`config.mk`:
```
export PLATFORM = sky130hd
export DESIGN_NAME = encoder_speed_filter
export DESIGN_NICKNAME = d
export VERILOG_FILES = /design/src/rtl/core/esf_pkg.sv /design/src/rtl/core/esf_div.sv /design/src/rtl/core/esf_mul.sv /design/src/rtl/core/encoder_speed_filter.sv
export SDC_FILE = /design/constraint.sdc
export NUM_CORES = 2
export LEC_CHECK = 0
export BUFFER_PORTS_ARGS = -buffer_cell sky130_fd_sc_hd__buf_2
export CORE_UTILIZATION = 30
export DETAILED_ROUTE_END_ITERATION = 10
export SYNTH_ARGS = -nofsm -noshare
export SYNTH_HDL_FRONTEND = slang
export SYNTH_SLANG_ARGS = --single-unit
```
`constraint.sdc`:
```
create_clock -name clk -period 23.9 [get_ports clk]
set_clock_uncertainty 0.1 [all_clocks]
set_input_delay 4.78 -clock clk [delete_from_list [all_inputs] [get_ports clk]]
set_output_delay 4.78 -clock clk [all_outputs]
set_load 0.05 [all_outputs]
```
`src/rtl/core/esf_pkg.sv`:
```
// esf_pkg: shared types and constants of the encoder speed filter
// no dependencies; used by the top level and the serial arithmetic units
package esf_pkg;

    localparam int COUNT_W = 16;
    localparam int SPEED_W = 32;
    localparam int TOTAL_W = 32;
    localparam int PPS_W   = 26;
    localparam int IV_W    = 8;
    localparam int ALPHA_W = 17;
    localparam int PPM_W   = 20;
    localparam int PPR_W   = 16;
    localparam int CFG_W   = 20;
    localparam int FRAC_W  = 16;

    typedef logic [COUNT_W-1:0] count_t;
    typedef logic [SPEED_W-1:0] speed_t;
    typedef logic [TOTAL_W-1:0] total_t;

    // operation codes
    localparam logic [1:0] OP_SAMPLE  = 2'd0;
    localparam logic [1:0] OP_CLEAR   = 2'd1;
    localparam logic [1:0] OP_RESTART = 2'd2;

    // register indexes
    localparam logic [1:0] CFG_INTERVAL = 2'd0;
    localparam logic [1:0] CFG_ALPHA    = 2'd1;
    localparam logic [1:0] CFG_PPM      = 2'd2;
    localparam logic [1:0] CFG_PPR      = 2'd3;

    localparam logic [IV_W-1:0]    INTERVAL_RST = 8'd10;
    localparam logic [ALPHA_W-1:0] ALPHA_RST    = 17'd32768;
    localparam logic [PPM_W-1:0]   PPM_RST      = 20'd1000;
    localparam logic [PPR_W-1:0]   PPR_RST      = 16'd1000;

    localparam logic [ALPHA_W-1:0] ALPHA_ONE = 17'h10000;
    localparam count_t             COUNT_MAX = 16'hFFFF;
    localparam logic [9:0]         MILLI     = 10'd1000;

    // unit handshake between sequencer and a serial unit
    typedef struct packed {
        logic start;
    } unit_ctl_t;

    typedef struct packed {
        logic busy;
    } unit_sts_t;

endpackage

```
`src/rtl/core/esf_div.sv`:
```
// esf_div: restoring divider, one quotient bit per cycle
// depends on esf_pkg for the unit control and status structs
module esf_div #(
    parameter int N = 32,
    parameter int D = 8
) (
    input  logic                 clk,
    input  logic                 rst_n,
    input  esf_pkg::unit_ctl_t   ctl,
    input  logic [N-1:0]         dividend,
    input  logic [D-1:0]         divisor,
    output esf_pkg::unit_sts_t   sts,
    output logic [N-1:0]         quotient
);

    localparam int CW = (N > 1) ? $clog2(N) : 1;
    localparam logic [CW-1:0] LAST = CW'(N - 1);

    logic          busy_reg, busy_next;
    logic [CW-1:0] cnt_reg, cnt_next;
    logic [N-1:0]  quo_reg, quo_next;
    logic [D-1:0]  rem_reg, rem_next;
    logic [D-1:0]  dvs_reg, dvs_next;
    logic [D:0]    trial;
    logic [D:0]    diff;
    logic          ge;

    assign trial = {rem_reg, quo_reg[N-1]};
    assign diff  = trial - {1'b0, dvs_reg};
    assign ge    = (trial >= {1'b0, dvs_reg});

    always_comb
    begin
        busy_next = busy_reg;
        cnt_next  = cnt_reg;
        quo_next  = quo_reg;
        rem_next  = rem_reg;
        dvs_next  = dvs_reg;
        if (ctl.start)
        begin
            busy_next = 1'b1;
            cnt_next  = LAST;
            quo_next  = dividend;
            rem_next  = '0;
            dvs_next  = divisor;
        end
        else if (busy_reg)
        begin
            quo_next = {quo_reg[N-2:0], ge};
            rem_next = ge ? diff[D-1:0] : trial[D-1:0];
            cnt_next = cnt_reg - CW'(1);
            if (cnt_reg == '0)
            begin
                busy_next = 1'b0;
            end
        end
    end

    always_ff @(posedge clk or negedge rst_n)
    begin
        if (!rst_n)
        begin
            busy_reg <= 1'b0;
            cnt_reg  <= '0;
        end
        else
        begin
            busy_reg <= busy_next;
            cnt_reg  <= cnt_next;
        end
    end

    always_ff @(posedge clk)
    begin
        quo_reg <= quo_next;
        rem_reg <= rem_next;
        dvs_reg <= dvs_next;
    end

    assign sts.busy = busy_reg;
    assign quotient = quo_reg;

endmodule

```
`src/rtl/core/esf_mul.sv`:
```
// esf_mul: shift-add multiplier, one multiplier bit per cycle
// depends on esf_pkg for the unit control and status structs
module esf_mul #(
    parameter int M = 17,
    parameter int W = 32
) (
    input  logic                 clk,
    input  logic                 rst_n,
    input  esf_pkg::unit_ctl_t   ctl,
    input  logic [M-1:0]         mplier,
    input  logic [W-1:0]         mcand,
    output esf_pkg::unit_sts_t   sts,
    output logic [M+W-1:0]       product
);

    localparam int CW = (M > 1) ? $clog2(M) : 1;
    localparam logic [CW-1:0] LAST = CW'(M - 1);

    logic           busy_reg, busy_next;
    logic [CW-1:0]  cnt_reg, cnt_next;
    logic [M+W-1:0] prod_reg, prod_next;
    logic [W-1:0]   mc_reg, mc_next;
    logic [W:0]     sum;

    assign sum = {1'b0, prod_reg[M+W-1:M]} + (prod_reg[0] ? {1'b0, mc_reg} : '0);

    always_comb
    begin
        busy_next = busy_reg;
        cnt_next  = cnt_reg;
        prod_next = prod_reg;
        mc_next   = mc_reg;
        if (ctl.start)
        begin
            busy_next = 1'b1;
            cnt_next  = LAST;
            prod_next = {{W{1'b0}}, mplier};
            mc_next   = mcand;
        end
        else if (busy_reg)
        begin
            prod_next = {sum, prod_reg[M-1:1]};
            cnt_next  = cnt_reg - CW'(1);
            if (cnt_reg == '0)
            begin
                busy_next = 1'b0;
            end
        end
    end

    always_ff @(posedge clk or negedge rst_n)
    begin
        if (!rst_n)
        begin
            busy_reg <= 1'b0;
            cnt_reg  <= '0;
        end
        else
        begin
            busy_reg <= busy_next;
            cnt_reg  <= cnt_next;
        end
    end

    always_ff @(posedge clk)
    begin
        prod_reg <= prod_next;
        mc_reg   <= mc_next;
    end

    assign sts.busy = busy_reg;
    assign product  = prod_reg;

endmodule

```
`src/rtl/core/encoder_speed_filter.sv`:
```
// encoder_speed_filter: encoder count fold, low-pass speed, total and derived rates
// depends on esf_pkg, esf_mul and esf_div
//
//  channel  | handshake             | payload
//  ---------+-----------------------+------------------------------------------------
//  in       | in_valid / in_ready   | operation, raw_count, counting_down
//  out      | out_valid / out_ready | count_magnitude, direction, filtered_speed,
//           |                       | total_count, pulse_rate, speed_mps, rotations
//  cfg      | cfg_write             | cfg_index, cfg_data
//
// an item goes from accept through S_START_A, a wait on the 17-bit serial multipliers, S_START_B,
// a wait on the 48-bit filter divider and back to S_IDLE; the sequencer leaves S_WAIT_B and loads
// the result only once the output register is free
// one item at a time; in_ready is high only while no item is at work
// a finished item waits in the output register, so the next item is taken meanwhile
// reset sets the registers to their defaults and clears count, speed and total
module encoder_speed_filter (
    input  logic                                clk,
    input  logic                                rst_n,
    input  logic                                in_valid,
    output logic                                in_ready,
    input  logic [1:0]                          operation,
    input  logic [esf_pkg::COUNT_W-1:0]         raw_count,
    input  logic                                counting_down,
    output logic                                out_valid,
    input  logic                                out_ready,
    output logic [esf_pkg::COUNT_W-1:0]         count_magnitude,
    output logic                                direction,
    output logic [esf_pkg::SPEED_W-1:0]         filtered_speed,
    output logic [esf_pkg::TOTAL_W-1:0]         total_count,
    output logic [esf_pkg::PPS_W-1:0]           pulse_rate,
    output logic [31:0]                         speed_mps,
    output logic [31:0]                         rotations,
    input  logic                                cfg_write,
    input  logic [1:0]                          cfg_index,
    input  logic [esf_pkg::CFG_W-1:0]           cfg_data
);

    localparam logic [2:0] S_IDLE    = 3'd0;
    localparam logic [2:0] S_START_A = 3'd1;
    localparam logic [2:0] S_WAIT_A  = 3'd2;
    localparam logic [2:0] S_START_B = 3'd3;
    localparam logic [2:0] S_WAIT_B  = 3'd4;

    localparam int AC_W    = esf_pkg::ALPHA_W + esf_pkg::COUNT_W;
    localparam int KEEP_W  = esf_pkg::ALPHA_W + esf_pkg::SPEED_W;
    localparam int FRESH_W = 32 + esf_pkg::FRAC_W;
    localparam int MPS_W   = esf_pkg::PPS_W + esf_pkg::FRAC_W;

    logic [2:0] state_reg, state_next;

    // configuration
    logic [esf_pkg::IV_W-1:0]    interval_reg;
    logic [esf_pkg::ALPHA_W-1:0] alpha_reg;
    logic [esf_pkg::PPM_W-1:0]   ppm_reg;
    logic [esf_pkg::PPR_W-1:0]   ppr_reg;

    // architectural state
    esf_pkg::count_t count_reg, count_next;
    logic            dir_reg, dir_next;
    esf_pkg::speed_t speed_reg, speed_next;
    esf_pkg::total_t total_reg, total_next;
    logic            sample_reg, sample_next;

    // output register
    logic                        out_valid_reg, out_valid_next;
    esf_pkg::count_t             o_count_reg;
    logic                        o_dir_reg;
    esf_pkg::speed_t             o_speed_reg;
    esf_pkg::total_t             o_total_reg;
    logic [esf_pkg::PPS_W-1:0]   o_pps_reg;
    logic [31:0]                 o_mps_reg;
    logic [31:0]                 o_rot_reg;

    logic                        in_acc;
    logic                        load;
    logic                        phase_a_done;
    logic                        phase_b_done;
    logic [esf_pkg::IV_W-1:0]    iv_nz;
    logic [esf_pkg::PPM_W-1:0]   ppm_nz;
    logic [esf_pkg::PPR_W-1:0]   ppr_nz;
    logic [esf_pkg::ALPHA_W-1:0] alpha_sat;
    esf_pkg::count_t             fold_count;

    esf_pkg::unit_ctl_t ctl_a, ctl_b;
    esf_pkg::unit_sts_t keep_sts, ac_sts, q_sts, fresh_sts, pps_sts, mps_sts, rot_sts;

    logic [KEEP_W-1:0]           keep_prod;
    logic [AC_W-1:0]             ac_prod;
    esf_pkg::count_t             q_quo;
    logic [FRESH_W-1:0]          fresh_quo;
    logic [esf_pkg::PPS_W-1:0]   pps_quo;
    logic [MPS_W-1:0]            mps_quo;
    logic [31:0]                 rot_quo;
    logic [esf_pkg::PPS_W-1:0]   pps_dividend;
    logic [esf_pkg::PPS_W-1:0]   q_milli;
    logic [KEEP_W:0]             filt_sum;
    esf_pkg::speed_t             new_speed;
    logic [31:0]                 mps_sat;

    assign iv_nz     = (interval_reg == '0) ? esf_pkg::IV_W'(1) : interval_reg;
    assign ppm_nz    = (ppm_reg == '0) ? esf_pkg::PPM_W'(1) : ppm_reg;
    assign ppr_nz    = (ppr_reg == '0) ? esf_pkg::PPR_W'(1) : ppr_reg;
    assign alpha_sat = (alpha_reg > esf_pkg::ALPHA_ONE) ? esf_pkg::ALPHA_ONE : alpha_reg;
    assign fold_count = counting_down ? (esf_pkg::COUNT_MAX - raw_count) : raw_count;

    assign in_ready = (state_reg == S_IDLE);
    assign in_acc   = in_valid && in_ready;

    assign ctl_a.start = (state_reg == S_START_A);
    assign ctl_b.start = (state_reg == S_START_B);

    assign phase_a_done = !(keep_sts.busy || ac_sts.busy || q_sts.busy);
    assign phase_b_done = !(fresh_sts.busy || pps_sts.busy || mps_sts.busy || rot_sts.busy);
    assign load = (state_reg == S_WAIT_B) && phase_b_done && (!out_valid_reg || out_ready);

    assign pps_dividend = esf_pkg::PPS_W'(count_reg) * esf_pkg::PPS_W'(esf_pkg::MILLI);
    assign q_milli      = esf_pkg::PPS_W'(q_quo) * esf_pkg::PPS_W'(esf_pkg::MILLI);

    // new speed = (keep + fresh) >> 16
    assign filt_sum  = {1'b0, keep_prod} + (KEEP_W + 1)'(fresh_quo);
    assign new_speed = filt_sum[esf_pkg::FRAC_W +: esf_pkg::SPEED_W];
    assign mps_sat   = (|mps_quo[MPS_W-1:32]) ? 32'hFFFF_FFFF : mps_quo[31:0];

    esf_mul #(.M(esf_pkg::ALPHA_W), .W(esf_pkg::SPEED_W)) u_mul_keep (
        .clk     (clk),
        .rst_n   (rst_n),
        .ctl     (ctl_a),
        .mplier  (esf_pkg::ALPHA_ONE - alpha_sat),
        .mcand   (speed_reg),
        .sts     (keep_sts),
        .product (keep_prod)
    );

    esf_mul #(.M(esf_pkg::ALPHA_W), .W(esf_pkg::COUNT_W)) u_mul_ac (
        .clk     (clk),
        .rst_n   (rst_n),
        .ctl     (ctl_a),
        .mplier  (alpha_sat),
        .mcand   (count_reg),
        .sts     (ac_sts),
        .product (ac_prod)
    );

    esf_div #(.N(esf_pkg::COUNT_W), .D(esf_pkg::IV_W)) u_div_q (
        .clk      (clk),
        .rst_n    (rst_n),
        .ctl      (ctl_a),
        .dividend (count_reg),
        .divisor  (iv_nz),
        .sts      (q_sts),
        .quotient (q_quo)
    );

    esf_div #(.N(FRESH_W), .D(esf_pkg::IV_W)) u_div_fresh (
        .clk      (clk),
        .rst_n    (rst_n),
        .ctl      (ctl_b),
        .dividend ({ac_prod[31:0], {esf_pkg::FRAC_W{1'b0}}}),
        .divisor  (iv_nz),
        .sts      (fresh_sts),
        .quotient (fresh_quo)
    );

    esf_div #(.N(esf_pkg::PPS_W), .D(esf_pkg::IV_W)) u_div_pps (
        .clk      (clk),
        .rst_n    (rst_n),
        .ctl      (ctl_b),
        .dividend (pps_dividend),
        .divisor  (iv_nz),
        .sts      (pps_sts),
        .quotient (pps_quo)
    );

    esf_div #(.N(MPS_W), .D(esf_pkg::PPM_W)) u_div_mps (
        .clk      (clk),
        .rst_n    (rst_n),
        .ctl      (ctl_b),
        .dividend ({q_milli, {esf_pkg::FRAC_W{1'b0}}}),
        .divisor  (ppm_nz),
        .sts      (mps_sts),
        .quotient (mps_quo)
    );

    esf_div #(.N(esf_pkg::TOTAL_W), .D(esf_pkg::PPR_W)) u_div_rot (
        .clk      (clk),
        .rst_n    (rst_n),
        .ctl      (ctl_b),
        .dividend (total_reg),
        .divisor  (ppr_nz),
        .sts      (rot_sts),
        .quotient (rot_quo)
    );

    always_comb
    begin
        state_next = state_reg;
        unique case (state_reg)
            S_IDLE:
            begin
                if (in_acc)
                begin
                    state_next = S_START_A;
                end
            end
            S_START_A:
            begin
                state_next = S_WAIT_A;
            end
            S_WAIT_A:
            begin
                if (phase_a_done)
                begin
                    state_next = S_START_B;
                end
            end
            S_START_B:
            begin
                state_next = S_WAIT_B;
            end
            S_WAIT_B:
            begin
                if (load)
                begin
                    state_next = S_IDLE;
                end
            end
            default:
            begin
                state_next = S_IDLE;
            end
        endcase
    end

    always_comb
    begin
        count_next  = count_reg;
        dir_next    = dir_reg;
        speed_next  = speed_reg;
        total_next  = total_reg;
        sample_next = sample_reg;
        if (in_acc)
        begin
            sample_next = 1'b0;
            unique case (operation)
                esf_pkg::OP_SAMPLE:
                begin
                    count_next  = fold_count;
                    dir_next    = counting_down;
                    total_next  = total_reg + esf_pkg::TOTAL_W'(fold_count);
                    sample_next = 1'b1;
                end
                esf_pkg::OP_CLEAR:
                begin
                    total_next = '0;
                end
                esf_pkg::OP_RESTART:
                begin
                    count_next = '0;
                    speed_next = '0;
                    total_next = '0;
                end
                default:
                begin
                    sample_next = 1'b0;
                end
            endcase
        end
        else if (load && sample_reg)
        begin
            speed_next = new_speed;
        end
    end

    always_comb
    begin
        if (load)
        begin
            out_valid_next = 1'b1;
        end
        else if (out_ready)
        begin
            out_valid_next = 1'b0;
        end
        else
        begin
            out_valid_next = out_valid_reg;
        end
    end

    always_ff @(posedge clk or negedge rst_n)
    begin
        if (!rst_n)
        begin
            state_reg     <= S_IDLE;
            count_reg     <= '0;
            dir_reg       <= 1'b0;
            speed_reg     <= '0;
            total_reg     <= '0;
            sample_reg    <= 1'b0;
            out_valid_reg <= 1'b0;
            interval_reg  <= esf_pkg::INTERVAL_RST;
            alpha_reg     <= esf_pkg::ALPHA_RST;
            ppm_reg       <= esf_pkg::PPM_RST;
            ppr_reg       <= esf_pkg::PPR_RST;
        end
        else
        begin
            state_reg     <= state_next;
            count_reg     <= count_next;
            dir_reg       <= dir_next;
            speed_reg     <= speed_next;
            total_reg     <= total_next;
            sample_reg    <= sample_next;
            out_valid_reg <= out_valid_next;
            if (cfg_write)
            begin
                unique case (cfg_index)
                    esf_pkg::CFG_INTERVAL: interval_reg <= cfg_data[esf_pkg::IV_W-1:0];
                    esf_pkg::CFG_ALPHA:    alpha_reg    <= cfg_data[esf_pkg::ALPHA_W-1:0];
                    esf_pkg::CFG_PPM:      ppm_reg      <= cfg_data[esf_pkg::PPM_W-1:0];
                    esf_pkg::CFG_PPR:      ppr_reg      <= cfg_data[esf_pkg::PPR_W-1:0];
                    default:               interval_reg <= interval_reg;
                endcase
            end
        end
    end

    always_ff @(posedge clk)
    begin
        if (load)
        begin
            o_count_reg <= count_reg;
            o_dir_reg   <= dir_reg;
            o_speed_reg <= sample_reg ? new_speed : speed_reg;
            o_total_reg <= total_reg;
            o_pps_reg   <= pps_quo;
            o_mps_reg   <= mps_sat;
            o_rot_reg   <= rot_quo;
        end
    end

    assign out_valid       = out_valid_reg;
    assign count_magnitude = o_count_reg;
    assign direction       = o_dir_reg;
    assign filtered_speed  = o_speed_reg;
    assign total_count     = o_total_reg;
    assign pulse_rate      = o_pps_reg;
    assign speed_mps       = o_mps_reg;
    assign rotations       = o_rot_reg;

    // arithmetic units stay quiet between items
    assert property (@(posedge clk) disable iff (!rst_n)
        (state_reg == S_IDLE) |-> !(keep_sts.busy || ac_sts.busy || q_sts.busy ||
            fresh_sts.busy || pps_sts.busy || mps_sts.busy || rot_sts.busy))
        else $error("serial unit busy while idle");

    // restart clears count, speed and total
    assert property (@(posedge clk) disable iff (!rst_n)
        (in_acc && operation == esf_pkg::OP_RESTART) |=>
            (count_reg == '0 && speed_reg == '0 && total_reg == '0))
        else $error("restart did not clear state");

    // direction moves only on a sample
    assert property (@(posedge clk) disable iff (!rst_n)
        (in_acc && operation != esf_pkg::OP_SAMPLE) |=> $stable(dir_reg))
        else $error("direction changed outside a sample");

    // a new result appears only as the sequencer finishes an item
    assert property (@(posedge clk) disable iff (!rst_n)
        $rose(out_valid_reg) |-> (state_reg == S_IDLE && $past(state_reg) == S_WAIT_B))
        else $error("result loaded outside item completion");

    // speed holds while the sequencer waits on phase A or starts phase B
    assert property (@(posedge clk) disable iff (!rst_n)
        (state_reg == S_WAIT_A || state_reg == S_START_B) |=> $stable(speed_reg))
        else $error("speed changed during work");

endmodule

```
==> flow_summary.toml <==
[clocking]
cts_setup_buffers = 0
path_clk_slew_ns = 0.07
cts_buffer_depth = 3
cts_resized = 0
cts.sinks = 767
clk_root_buffer_cell = "clkbuf_16"
hold_buffers = 0
cts_buffers = 85
cts_tree = "done"
cts.htree.levels = 3
clock_latency_ns = 0.72

[routing]
wire_per_inst_um = 17.9
wl_met1_um = 51500
vias = 29538
routed_wl_um = 110000
ant_nets = 0
met3_length_um = 5870
drt_iter0_drc = 1942
vias_per_cell = 4.83
topRoutingLayerUsed = "met5"
drtPass1Iterations = 5
met2_length_um = 50400
route.detailed.drc = 0

[synth]
avgSynthCellArea_sq_um = 10.7
yosys.area_share.simple_pct = 13.4
synth-edff-count = 431
yosysTopAreaCellShare_pct = 30.3
synth.area.mux_share_pct = 4.66
ys_seq_area_share_pct = 48.3
synth_most_common_cell = "nand2_1"
synthCells = 4006
async_reset_ff_share_pct = 24.8
synth_seq_cells = 767
synth_area_leaders = "edfxtp_1, dfrtp_1, ha_1"
synth-compound-area-share_pct = 11.3
yosys.area.top_type = "edfxtp_1"
synth_common_cells = "nand2_1, edfxtp_1, ha_1"
synth_fa_ha_area_share_pct = 14.0
ys_types = 87
synthXorXnorAreaFrac_pct = 4.23
synth_top_family_by_area = "adder cells"
ys.flop_type = "edfxtp_1"
yosys_warnings = 0
syn_area_sq_um = 42700
syn-num-nets = 4461

[global_route]
grt_pass1_vias = 29260
overflow = 0
track_usage_pct = 15.3
antenna_found_initial = 3
grt_pass1_wl_um = 172000
grt_max_degree = 87

[cells_and_area]
fill_cells = 14150
layout.cells.non_filler = 6120
drive_gt1_share_pct = 13.5
area_growth_pct = 14.0
nets = 4612
largest_register_ffs = 49

[die]
dieArea_sq_um = 144000
die_w_um = 379
io_pins = 219
start_util_pct = 30.2
core_sq_um = 141000
fp.dieH_um = 379
row_count = 138

[sta]
setup_viol = 0
drv_slew = 0
fin_crit_ns = 7.65
slew_headroom_pct = 22.1
max_freq_mhz = 131
worst_pin_slew_ns = 1.16
fin_crit_sh_pct = 32.0
hold_violations = 0
setup_tns_ns = 0
grt_setup_unrepaired = "false"

[setup_path]
path_class = "in -> reg"
critPathArrivalTime_ns = 8.17
critPathBufInv = 2
critical_path.max_fanout = 17
cp.required_ns = 24.42
worstSetupEndpointType = "flop"
worst_setup_path_start_kind = "input port"
crit_top_cell = "a21oi_1"
crit_slowest_cell = "xnor2_1"
critical-path-top-delay-family = "compound AO/OA/AOI/OAI gates"
crit_chain = "buf_2 -> xnor2_1 -> inv_1 -> ha_1 -> a21oi_1 -> nor2b_1 -> a311oi_1 -> a21oi_1 -> a311oi_1 -> o21ai_0 -> nand4_1 -> or3_1 -> a21oi_1"
slowest_delay_ns = 0.45

[place]
port_buffers = 218
place_hpwl_um = 77000
dp_cells = 5960
gp_congestion = 0.860

[job]
maxCapViolations = 0

[run_status]
status = "complete, no violations"

[hold_path]
min_path_type = "reg -> reg"
## placed cells by master (no fill, tap or decap), types with 12 or more instances in the layout
| cell type | synthesis | final |
|---|---|---|
| a211oi_1 | 29 | 29 |
| a21o_1 | 69 | 69 |
| a21oi_1 | 189 | 187 |
| a22o_1 | 46 | 46 |
| a31oi_1 | 24 | 24 |
| and2_1 | 51 | 51 |
| and3_1 | 26 | 25 |
| buf_2 | 4 | 217 |
| buf_4 | 0 | 31 |
| bufinv_16 | 0 | 12 |
| clkbuf_1 | 160 | 12 |
| clkbuf_16 | 0 | 86 |
| clkinv_2 | 0 | 18 |
| dfrtp_1 | 175 | 172 |
| dfstp_2 | 15 | 15 |
| dfxtp_1 | 146 | 146 |
| edfxtp_1 | 431 | 431 |
| fa_1 | 116 | 116 |
| ha_1 | 293 | 293 |
| inv_1 | 281 | 280 |
| mux2_2 | 93 | 93 |
| mux2i_1 | 94 | 94 |
| nand2_1 | 450 | 450 |
| nand2b_1 | 62 | 61 |
| nand3_1 | 130 | 130 |
| nand3b_1 | 19 | 19 |
| nand4_1 | 21 | 21 |
| nor2_1 | 241 | 241 |
| nor2b_1 | 34 | 34 |
| nor3_1 | 57 | 57 |
| nor4_1 | 22 | 22 |
| o21a_1 | 14 | 14 |
| o21ai_0 | 229 | 229 |
| o21ai_1 | 14 | 14 |
| or2_2 | 41 | 41 |
| or3_1 | 26 | 26 |
| xnor2_1 | 127 | 127 |
| xor2_1 | 79 | 79 |
## routing by layer
layer / track usage (%) / vias up
li1: - / 14386
met2: 24.4 / 549
met5: 0 / -
met1: 21.0 / 14480
met3: 3.11 / 119
met4: 3.75 / 4
## final timing paths
check	slack [ns]	startpoint	depth (start not counted)	endpoint
worst max-delay path	16.25	counting_down	13	total_reg[29]$_DFFE_PN0P_
worst min-delay path	0.34	u_div_rot.quotient[24]$_DFFE_PP_	0	rotations[24]$_DFFE_PP_
worst max register to register	18.02	count_reg[3]$_DFFE_PN0P_	16	u_div_pps.quotient[24]$_DFFE_PP_
worst min register to register	0.34	u_div_rot.quotient[24]$_DFFE_PP_	0	rotations[24]$_DFFE_PP_
max in group asynchronous	18.34	rst_n	2	total_reg[27]$_DFFE_PN0P_
min in group asynchronous	3.95	rst_n	1	speed_reg[6]$_DFFE_PN0P_
## metrics by stage
step	cell area [sq um]	utilization, %	hold slack (ns)	setup slack, ns
3_3_place_gp	45700	32.3	0.328	15.61
4_1_cts	48700	34.4	0.343	16.33
3_5_place_dp	45700	32.3	0.339	15.57
5_1_grt	48700	34.4	0.356	16.04
6_report	48700	34.4	0.340	16.25
2_1_floorplan	42700	-	0.319	8.85
## area by class of cell
| class | count | area, sq um | share of cell area [%] |
|---|---|---|---|
| multi-input cells | 2771 | 20300 | 41.8 |
| clock inverters | 60 | 728 | 1.50 |
| repair buffers | 249 | 1330 | 2.74 |
| diodes | 1 | 2.50 | 0.00514 |
| flip-flops and latches | 767 | 20600 | 42.4 |
| inverters | 283 | 1070 | 2.20 |
| well taps | 1890 | 2360 | 4.86 |
| clock buffers | 99 | 2210 | 4.54 |
## cell families (layout without fill, tap and decap cells)
logic type               Yosys count  after routing
adder cells (fa/ha/maj)          409            409
other                              0              1
AO/OA/AOI/OAI                    758            758
AND/OR/NAND/NOR                 1211           1211
XOR/XNOR                         206            206
buffers and inverters            468            691
flip-flops                       767            767
multiplexers                     187            187
Power is left out: the tool's default activity adds up to more than one toggle a clock period on the data nets, which glitch-free logic cannot reach.
